$ cat config.mk
export PLATFORM = sky130hd
export DESIGN_NAME = color_key_centroid_tracker_unit
export DESIGN_NICKNAME = d
export VERILOG_FILES = /design/src/hdl/ckct_pkg.sv /design/src/hdl/ckct_ctrl.sv /design/src/hdl/ckct_dp.sv /design/src/hdl/color_key_centroid_tracker_unit.sv
export SDC_FILE = /design/constraint.sdc
export NUM_CORES = 2
export LEC_CHECK = 0
export BUFFER_PORTS_ARGS = -buffer_cell sky130_fd_sc_hd__buf_4
export CORE_MARGIN = 8
export CORE_UTILIZATION = 35
export DETAILED_ROUTE_END_ITERATION = 8
export MAX_ROUTING_LAYER = met4
export PLACE_DENSITY = 0.54
export SYNTH_ARGS = -nofsm -noshare
export SYNTH_HDL_FRONTEND = slang
export SYNTH_SLANG_ARGS = --single-unit
$ cat constraint.sdc
create_clock -name clk -period 23.3 [get_ports clk]
set_clock_uncertainty 0.2 [all_clocks]
set_input_delay 5.825 -clock clk [delete_from_list [all_inputs] [get_ports clk]]
set_output_delay 5.825 -clock clk [all_outputs]
set_load 0.02 [all_outputs]
$ cat src/hdl/ckct_pkg.sv
// Shared types and constants for the color key centroid tracker.
package ckct_pkg;

  localparam int unsigned DefMaxWidth   = 2048;
  localparam int unsigned DefMaxHeight  = 2048;
  localparam int unsigned DefFracBits   = 4;

  localparam int unsigned RefW    = 12;
  localparam int unsigned RadW    = 8;
  localparam int unsigned CountW  = 23;
  localparam int unsigned SumW    = 33;
  localparam int unsigned OutW    = 12;
  localparam int unsigned CfgIdxW = 3;
  localparam int unsigned CfgDatW = 12;

  localparam logic [RadW-1:0] RadiusReset = 8'd10;
  localparam logic [OutW-1:0] MeanMax     = 12'd2047;
  localparam logic [OutW-1:0] NoMatch     = 12'hFFF;

  typedef enum logic [CfgIdxW-1:0] {
    REG_BLUE_A  = 3'd0,
    REG_GREEN_A = 3'd1,
    REG_RED_A   = 3'd2,
    REG_BLUE_B  = 3'd3,
    REG_GREEN_B = 3'd4,
    REG_RED_B   = 3'd5,
    REG_RADIUS  = 3'd6
  } cfg_reg_t;

  // Controller commands to the datapath.
  typedef struct packed {
    logic pix_take;   // accumulate the pixel held in the input register
    logic div_start;  // latch the frame totals and start the divides
    logic div_step;   // one quotient bit for all four divides
  } dp_cmd_t;

  // Datapath status to the controller.
  typedef struct packed {
    logic frame_last;  // the held pixel closes its frame
  } dp_sts_t;

endpackage

$ cat src/hdl/ckct_ctrl.sv
// Controller: input handshake, divide sequencing and output register control.
module ckct_ctrl
  import ckct_pkg::*;
#(
  parameter int unsigned QuotW = 34
) (
  input  logic    clk,
  input  logic    rst,
  input  logic    s_tvalid,
  output logic    s_tready,
  output logic    m_tvalid,
  input  logic    m_tready,
  output logic    load_in,
  output logic    load_out,
  output dp_cmd_t cmd,
  input  dp_sts_t sts
);

  localparam int unsigned StepW = $clog2(QuotW + 1);

  typedef enum logic [1:0] {S_RUN, S_DIV, S_DONE} state_t;

  state_t           state;
  logic             held;
  logic [StepW-1:0] steps;

  // The pixel register empties every cycle while running; it is blocked while
  // a frame's divides run or their result waits for a free output register.
  assign s_tready = (state == S_RUN) && !(held && sts.frame_last);
  assign load_in  = s_tvalid && s_tready;

  assign cmd.pix_take  = held && (state == S_RUN);
  assign cmd.div_start = held && (state == S_RUN) && sts.frame_last;
  assign cmd.div_step  = (state == S_DIV);
  assign load_out      = (state == S_DONE) && (!m_tvalid || m_tready);

  always_ff @(posedge clk) begin
    if (rst) begin
      state    <= S_RUN;
      held     <= 1'b0;
      steps    <= '0;
      m_tvalid <= 1'b0;
    end else begin
      if (load_out) begin
        m_tvalid <= 1'b1;
      end else if (m_tready) begin
        m_tvalid <= 1'b0;
      end
      case (state)
        S_RUN: begin
          held <= load_in;
          if (cmd.div_start) begin
            state <= S_DIV;
            steps <= StepW'(QuotW);
          end
        end
        S_DIV: begin
          steps <= steps - 1'b1;
          if (steps == StepW'(1)) state <= S_DONE;
        end
        S_DONE: begin
          if (load_out) state <= S_RUN;
        end
        default: state <= S_RUN;
      endcase
    end
  end

endmodule

$ cat src/hdl/ckct_dp.sv
// Datapath: color match, position counters, accumulators and serial dividers.
module ckct_dp
  import ckct_pkg::*;
#(
  parameter int unsigned MAX_WIDTH     = DefMaxWidth,
  parameter int unsigned MAX_HEIGHT    = DefMaxHeight,
  parameter int unsigned REF_FRAC_BITS = DefFracBits,
  parameter int unsigned QuotW         = 34
) (
  input  logic                clk,
  input  logic                rst,
  input  logic                cfg_we,
  input  logic [CfgIdxW-1:0]  cfg_index,
  input  logic [CfgDatW-1:0]  cfg_data,
  input  logic                load_in,
  input  logic [7:0]          in_blue,
  input  logic [7:0]          in_green,
  input  logic [7:0]          in_red,
  input  logic                in_line_end,
  input  logic                in_frame_end,
  input  dp_cmd_t             cmd,
  output dp_sts_t             sts,
  input  logic                load_out,
  output logic [OutW-1:0]     centroid_x_a,
  output logic [OutW-1:0]     centroid_y_a,
  output logic [OutW-1:0]     centroid_x_b,
  output logic [OutW-1:0]     centroid_y_b,
  output logic [CountW-1:0]   hits_a,
  output logic [CountW-1:0]   hits_b
);

  localparam int unsigned ColW  = $clog2(MAX_WIDTH);
  localparam int unsigned RowW  = $clog2(MAX_HEIGHT);
  localparam int unsigned CompW = 8 + REF_FRAC_BITS;
  localparam int unsigned SqW   = 2 * CompW;
  localparam int unsigned DistW = SqW + 2;
  localparam int unsigned LimW  = RadW + REF_FRAC_BITS;
  localparam int unsigned RemW  = CountW + 1;

  logic [RefW-1:0] ref_a [3];
  logic [RefW-1:0] ref_b [3];
  logic [RadW-1:0] radius;

  always_ff @(posedge clk) begin
    if (rst) begin
      ref_a[0] <= '0; ref_a[1] <= '0; ref_a[2] <= '0;
      ref_b[0] <= '0; ref_b[1] <= '0; ref_b[2] <= '0;
      radius   <= RadiusReset;
    end else if (cfg_we) begin
      case (cfg_index)
        REG_BLUE_A:  ref_a[0] <= cfg_data;
        REG_GREEN_A: ref_a[1] <= cfg_data;
        REG_RED_A:   ref_a[2] <= cfg_data;
        REG_BLUE_B:  ref_b[0] <= cfg_data;
        REG_GREEN_B: ref_b[1] <= cfg_data;
        REG_RED_B:   ref_b[2] <= cfg_data;
        REG_RADIUS:  radius   <= cfg_data[RadW-1:0];
        default: ;
      endcase
    end
  end

  // Input stage: pixel register plus squared distances to both colors.
  logic [7:0] pix [3];
  logic       line_end_q, frame_end_q;
  logic [SqW-1:0] sq_a [3];
  logic [SqW-1:0] sq_b [3];

  function automatic logic [SqW-1:0] sq_diff(input logic [7:0] p, input logic [RefW-1:0] r);
    logic [CompW:0] pw, rw, d;
    pw = {1'b0, p, {REF_FRAC_BITS{1'b0}}};
    rw = (CompW + 1)'(r);
    d  = (pw > rw) ? pw - rw : rw - pw;
    return SqW'(d * d);
  endfunction

  always_ff @(posedge clk) begin
    if (load_in) begin
      pix[0] <= in_blue; pix[1] <= in_green; pix[2] <= in_red;
      line_end_q  <= in_line_end;
      frame_end_q <= in_frame_end;
    end
  end

  always_comb begin
    for (int i = 0; i < 3; i++) begin
      sq_a[i] = sq_diff(pix[i], ref_a[i]);
      sq_b[i] = sq_diff(pix[i], ref_b[i]);
    end
  end

  assign sts.frame_last = frame_end_q;

  logic [LimW-1:0]   lim;
  logic [2*LimW-1:0] lim_sq;
  logic [DistW-1:0]  dist_a, dist_b;
  logic              hit_a, hit_b;

  assign lim    = {radius, {REF_FRAC_BITS{1'b0}}};
  assign lim_sq = lim * lim;
  assign dist_a = DistW'(sq_a[0]) + DistW'(sq_a[1]) + DistW'(sq_a[2]);
  assign dist_b = DistW'(sq_b[0]) + DistW'(sq_b[1]) + DistW'(sq_b[2]);
  assign hit_a  = dist_a < DistW'(lim_sq);
  assign hit_b  = dist_b < DistW'(lim_sq);

  // Position and accumulators.
  logic [ColW-1:0]   col;
  logic [RowW-1:0]   row;
  logic [CountW-1:0] cnt_a, cnt_b;
  logic [SumW-1:0]   scol_a, srow_a, scol_b, srow_b;

  function automatic logic [SumW-1:0] sat_add(input logic [SumW-1:0] s, input logic [SumW-1:0] v);
    logic [SumW:0] t;
    t = {1'b0, s} + {1'b0, v};
    return t[SumW] ? '1 : t[SumW-1:0];
  endfunction

  logic acc_a, acc_b;
  assign acc_a = hit_a && (cnt_a != '1);
  assign acc_b = hit_b && (cnt_b != '1);

  // Frame totals are captured for the divides the same cycle the sums clear.
  logic [CountW-1:0] fin_cnt_a, fin_cnt_b;
  logic [SumW-1:0]   fin_scol_a, fin_srow_a, fin_scol_b, fin_srow_b;

  always_comb begin
    fin_cnt_a  = cnt_a  + CountW'(acc_a);
    fin_cnt_b  = cnt_b  + CountW'(acc_b);
    fin_scol_a = acc_a ? sat_add(scol_a, SumW'(col)) : scol_a;
    fin_srow_a = acc_a ? sat_add(srow_a, SumW'(row)) : srow_a;
    fin_scol_b = acc_b ? sat_add(scol_b, SumW'(col)) : scol_b;
    fin_srow_b = acc_b ? sat_add(srow_b, SumW'(row)) : srow_b;
  end

  always_ff @(posedge clk) begin
    if (rst) begin
      col <= '0; row <= '0;
      cnt_a <= '0; cnt_b <= '0;
      scol_a <= '0; srow_a <= '0; scol_b <= '0; srow_b <= '0;
    end else if (cmd.pix_take) begin
      if (frame_end_q) begin
        col <= '0; row <= '0;
        cnt_a <= '0; cnt_b <= '0;
        scol_a <= '0; srow_a <= '0; scol_b <= '0; srow_b <= '0;
      end else begin
        cnt_a <= fin_cnt_a; cnt_b <= fin_cnt_b;
        scol_a <= fin_scol_a; srow_a <= fin_srow_a;
        scol_b <= fin_scol_b; srow_b <= fin_srow_b;
        if (line_end_q) begin
          col <= '0;
          if (row != RowW'(MAX_HEIGHT - 1)) row <= row + 1'b1;
        end else if (col != ColW'(MAX_WIDTH - 1)) begin
          col <= col + 1'b1;
        end
      end
    end
  end

  // Four restoring dividers sharing one step command, one quotient bit a cycle.
  logic [CountW-1:0] dvs_a, dvs_b;
  logic [QuotW-1:0]  num [4];
  logic [RemW-1:0]   rem [4];
  logic [RemW-1:0]   rem_sh [4];
  logic [RemW-1:0]   dvs [4];

  assign dvs[0] = RemW'(dvs_a); assign dvs[1] = RemW'(dvs_a);
  assign dvs[2] = RemW'(dvs_b); assign dvs[3] = RemW'(dvs_b);

  always_comb begin
    for (int i = 0; i < 4; i++) rem_sh[i] = {rem[i][RemW-2:0], num[i][QuotW-1]};
  end

  always_ff @(posedge clk) begin
    if (cmd.div_start) begin
      dvs_a  <= fin_cnt_a;
      dvs_b  <= fin_cnt_b;
      num[0] <= QuotW'(fin_scol_a);
      num[1] <= QuotW'(fin_srow_a);
      num[2] <= QuotW'(fin_scol_b);
      num[3] <= QuotW'(fin_srow_b);
      for (int i = 0; i < 4; i++) rem[i] <= '0;
    end else if (cmd.div_step) begin
      for (int i = 0; i < 4; i++) begin
        if (rem_sh[i] >= dvs[i]) begin
          rem[i] <= rem_sh[i] - dvs[i];
          num[i] <= {num[i][QuotW-2:0], 1'b1};
        end else begin
          rem[i] <= rem_sh[i];
          num[i] <= {num[i][QuotW-2:0], 1'b0};
        end
      end
    end
  end

  function automatic logic [OutW-1:0] clamp(input logic [QuotW-1:0] q);
    return (q > QuotW'(MeanMax)) ? MeanMax : q[OutW-1:0];
  endfunction

  always_ff @(posedge clk) begin
    if (load_out) begin
      centroid_x_a <= (dvs_a == '0) ? NoMatch : clamp(num[0]);
      centroid_y_a <= (dvs_a == '0) ? NoMatch : clamp(num[1]);
      centroid_x_b <= (dvs_b == '0) ? NoMatch : clamp(num[2]);
      centroid_y_b <= (dvs_b == '0) ? NoMatch : clamp(num[3]);
      hits_a <= dvs_a;
      hits_b <= dvs_b;
    end
  end

endmodule

$ cat src/hdl/color_key_centroid_tracker_unit.sv
// Top level of the color key centroid tracker.
//
//  Channel | Direction | Contents
//  s_axis  | in        | tdata: pix_blue[7:0], pix_green[15:8], pix_red[23:16];
//          |           | tuser: line_end[0], frame_end[1]
//  m_axis  | out       | tdata: centroid_x_a, centroid_y_a, centroid_x_b,
//          |           | centroid_y_b (12 bits each), hits_a, hits_b (23 each)
//  cfg     | in        | cfg_we, cfg_index[2:0], cfg_data[11:0]
//
// Ordinary pixels are taken one per cycle; a pixel register feeds the match
// and accumulate stage. A frame-end pixel is held in the pixel register, then
// four shared-step restoring divides run and the output register is loaded;
// only then is the next request taken. If the previous result still waits in
// the output register, the load and the input wait with it. Reset
// (synchronous, active high) clears position, sums and configuration
// registers; no clearing pass is needed.
module color_key_centroid_tracker_unit
  import ckct_pkg::*;
#(
  parameter int unsigned MAX_WIDTH     = DefMaxWidth,
  parameter int unsigned MAX_HEIGHT    = DefMaxHeight,
  parameter int unsigned REF_FRAC_BITS = DefFracBits
) (
  input  logic                clk,
  input  logic                rst,
  input  logic                s_axis_tvalid,
  output logic                s_axis_tready,
  input  logic [23:0]         s_axis_tdata,  // pix_blue, pix_green, pix_red
  input  logic [1:0]          s_axis_tuser,  // line_end, frame_end
  output logic                m_axis_tvalid,
  input  logic                m_axis_tready,
  output logic [95:0]         m_axis_tdata,  // x_a, y_a, x_b, y_b, hits_a, hits_b, pad
  input  logic                cfg_we,
  input  logic [CfgIdxW-1:0]  cfg_index,
  input  logic [CfgDatW-1:0]  cfg_data
);

  // Quotient width covers the saturated sums.
  localparam int unsigned QuotW = SumW + 1;

  dp_cmd_t cmd;
  dp_sts_t sts;
  logic    load_in, load_out;
  logic [OutW-1:0]   cxa, cya, cxb, cyb;
  logic [CountW-1:0] ha, hb;

  ckct_ctrl #(.QuotW(QuotW)) u_ctrl (
    .clk, .rst,
    .s_tvalid(s_axis_tvalid), .s_tready(s_axis_tready),
    .m_tvalid(m_axis_tvalid), .m_tready(m_axis_tready),
    .load_in, .load_out, .cmd, .sts
  );

  ckct_dp #(
    .MAX_WIDTH(MAX_WIDTH), .MAX_HEIGHT(MAX_HEIGHT),
    .REF_FRAC_BITS(REF_FRAC_BITS), .QuotW(QuotW)
  ) u_dp (
    .clk, .rst, .cfg_we, .cfg_index, .cfg_data, .load_in,
    .in_blue(s_axis_tdata[7:0]), .in_green(s_axis_tdata[15:8]),
    .in_red(s_axis_tdata[23:16]),
    .in_line_end(s_axis_tuser[0]), .in_frame_end(s_axis_tuser[1]),
    .cmd, .sts, .load_out,
    .centroid_x_a(cxa), .centroid_y_a(cya), .centroid_x_b(cxb), .centroid_y_b(cyb),
    .hits_a(ha), .hits_b(hb)
  );

  assign m_axis_tdata = {2'b00, hb, ha, cyb, cxb, cya, cxa};

  // A request is never taken while a frame's divides are in flight.
  assert property (@(posedge clk) disable iff (rst) cmd.div_step |-> !s_axis_tready)
    else $error("input taken during divide");

  // A stalled result holds its payload.
  assert property (@(posedge clk) disable iff (rst)
    m_axis_tvalid && !m_axis_tready |=> $stable(m_axis_tdata))
    else $error("result changed while stalled");

  // A new result becomes valid only after a load of the output register.
  assert property (@(posedge clk) disable iff (rst)
    $rose(m_axis_tvalid) |-> $past(load_out))
    else $error("result appeared without load");

endmodule

==> reports/qor.yml <==
synth:
  syn_area_per_cell_um2: 8.975
  ys_ff_latch: 684
  seq_area_frac_synth: 0.2552
  synth_cell_types: 108
  synth_edf_count: 466
  synthesis.area_um2: 71940
  synth-main-ff-cell: "edfxtp_1"
  synthCells: 8016
  synthArstFlopShare: 0
  ys_warn_count: 0
clock_tree:
  cts-root-buf: "clkbuf_16"
  cts_setup_buffers: 0
  cts_htree_levels: 3
  clk_latency_ns: 0.72
  cts_resized: 0
  numCtsBuffers: 86
  cts_hold_buf: 0
  clk_pin_slew_ns: 0.06
  cts_buffer_depth: 3
  cts_tree: "yes"
  clock-sinks: 684
final_layout:
  nets: 9510
  drive_above_1_share: 0.05912
  multi_input_area_um2: 48090
  regArea_um2: 18360
  nFillCells: 20660
  final_common_cell: "inv_1"
  layout_common_cells: "1,213 x inv_1, 776 x nor2_1, 768 x ha_1, 665 x nand2_1, 616 x fa_1"
  utilization: 0.3870
  areaGrowthSynthToFinish_pct: 9.953
place:
  gp_congestion: 0.9127
  hpwl_mm: 157.7
  place_ws_ns: 7.289
  portBuffers: 141
timing:
  tightestPinTransition_ns: 1.184
  tns_ns: 0
  finalCritPeriodShare: 0.6979
  hold_viol: 0
  rsz0062_at_grt: "no"
  worst_slew_margin_rel: 0.2089
  setup_viol: 0
  timing.fmax_mhz: 61.50
  fin_crit_ns: 16.26
  slew_violations: 0
  setup_ws_ns: 7.040
setup_path:
  path_class: "flop to flop"
  max_stage_delay_ns: 0.87
  crit_fanout: 58
  crit_path_end_kind: "flop"
  startpoint_type: "flop"
  required_ns: 23.72
  cp_slowest_cell: "o31ai_1"
  cp.arrival_ns: 16.68
hold_path:
  hp-class: "flop to flop"
route:
  drcViolationCount: 0
  wl_per_cell_um: 18.47
  firstDrtPassIters: 6
  vias_per_cell: 5.178
  ant_nets: 0
  drt-total-wl_mm: 200.3
  drt_iter0_drc: 4114
  num_vias: 56152
die:
  core_region_area_um2: 204400
  die_y_um: 469.4
  ios: 144
  start_util: 0.3520
  die_area_um2: 220300
  rows: 166
  fp.dieW_um: 469.4
global_routing:
  grt_pass1_wl_mm: 319.6
  grt_max_degree: 134
  grtUsageTotal: 0.1833
  grt_pass1_vias: 56646
  antenna_found_initial: 9
  grt.overflow.total: 0
job:
  drv_cap: 0
status:
  status: "completed"
==> synthesized netlist by cell type, drive strengths merged (39+ instances only) <==
cell type	number	area (um^2)
nand2	670	2517
mux2i	99	991.0
ha	768	9609
xnor2	287	2536
inv	1222	4587
a311oi	47	417.9
nor2	781	2934
o21a	78	585.6
xor2	148	1304
edfxtp	466	13990
dfxtp	218	4364
and2	81	509.2
nand3	159	795.8
a31oi	46	287.8
o31ai	39	306.5
a211oi	46	355.3
clkbuf	195	732.0
a21oi	448	2246
and3	63	394.1
nand2b	124	775.7
fa	616	12330
nor4	46	287.8
buf	47	261.5
o21ai	369	1847
or2	40	250.2
a21o	176	1321
nor2b	90	563.0
nor3	153	792.0
nand4	79	494.2
==> sequential cells by signal, indices dropped and copies added, names as in the netlist, 6 cells and up <==
register / cells
u_dp.centroid_y_b: 12
u_dp.cnt_a: 23
u_dp.num: 136
u_dp.scol_a: 33
u_dp.radius: 8
u_dp.srow_b: 33
u_ctrl.steps: 6
u_dp.cnt_b: 23
u_dp.ref_b: 36
u_dp.rem: 92
u_dp.hits_a: 23
u_dp.dvs_a: 23
u_dp.dvs_b: 23
u_dp.centroid_y_a: 12
u_dp.centroid_x_a: 12
u_dp.scol_b: 33
u_dp.col: 11
u_dp.hits_b: 23
u_dp.row: 11
u_dp.pix: 24
u_dp.srow_a: 33
u_dp.ref_a: 36
u_dp.centroid_x_b: 12
==> through the flow <==
step	instance area, um^2	instances	hold WS, ns
3_5_place_dp	76040	10680	0.2612
5_1_grt	79100	10843	0.2949
4_1_cts	79090	10841	0.2705
6_report	79100	10844	0.2710
3_3_place_gp	76040	10680	0.2469
2_1_floorplan	71970	8023	0.2363
==> final cells by class <==
cell class                      count  share of cell area
Antenna cell                        3          0.00009491
Clock buffer                      105             0.02939
Tap cell                         2688             0.04252
Sequential cell                   684              0.2321
Clock inverter                     56            0.009237
Inverter                         1233             0.05851
Timing Repair Buffer              211             0.02018
Multi-Input combinational cell   5864              0.6080
==> layer usage <==
| metal | track usage | vias up | share of wire |
|---|---|---|---|
| met4 | 0.03901 | 0 | 0.020 |
| met1 | 0.2529 | 27614 | 0.48 |
| met5 | - | - | 0 |
| li1 | - | 27168 | - |
| met2 | 0.2933 | 1169 | 0.46 |
| met3 | 0.01835 | 201 | 0.043 |
==> path summary, 6_finish.rpt <==
check                                      from         endpoint  slack, ns  cells after the start
worst max-delay path             u_dp.pix[0][1]   u_dp.cnt_b[17]       7.04                     56
worst min register to register  u_ctrl.steps[3]  u_ctrl.steps[3]       0.27                      2
worst min-delay path            u_ctrl.steps[3]  u_ctrl.steps[3]       0.27                      2
worst max register to register   u_dp.pix[0][1]   u_dp.cnt_b[17]       7.04                     56
==> kinds of logic (layout without fill, tap and decap cells) <==
family                     count (synthesis)  in the layout  share of synthesized area
and+or+nand+nor                         2358           2358                     0.1510
xor gates and xnor gates                 437            437                    0.05400
AOI/OAI and AO/OA                       1555           1555                     0.1392
adders and majority gates               1384           1384                     0.3050
buffers and inverters                   1475           1605                    0.07814
muxes                                    122            122                    0.01748
DFF                                      684            684                     0.2552
other                                      1             11                 0.00005213
==> worst max-delay path: cells and delay by family, from the launching register on <==
family,cells,cell delay (ns)
compound gates,20,5.05
xor+xnor,4,1.15
fa+ha+maj,11,4.60
buf+inv,3,0.58
flops,1,0.45
mux,1,0.44
simple gates,17,3.63
Power is left out: the tool's default activity adds up to more than one toggle a clock period on the data nets, which glitch-free logic cannot reach.
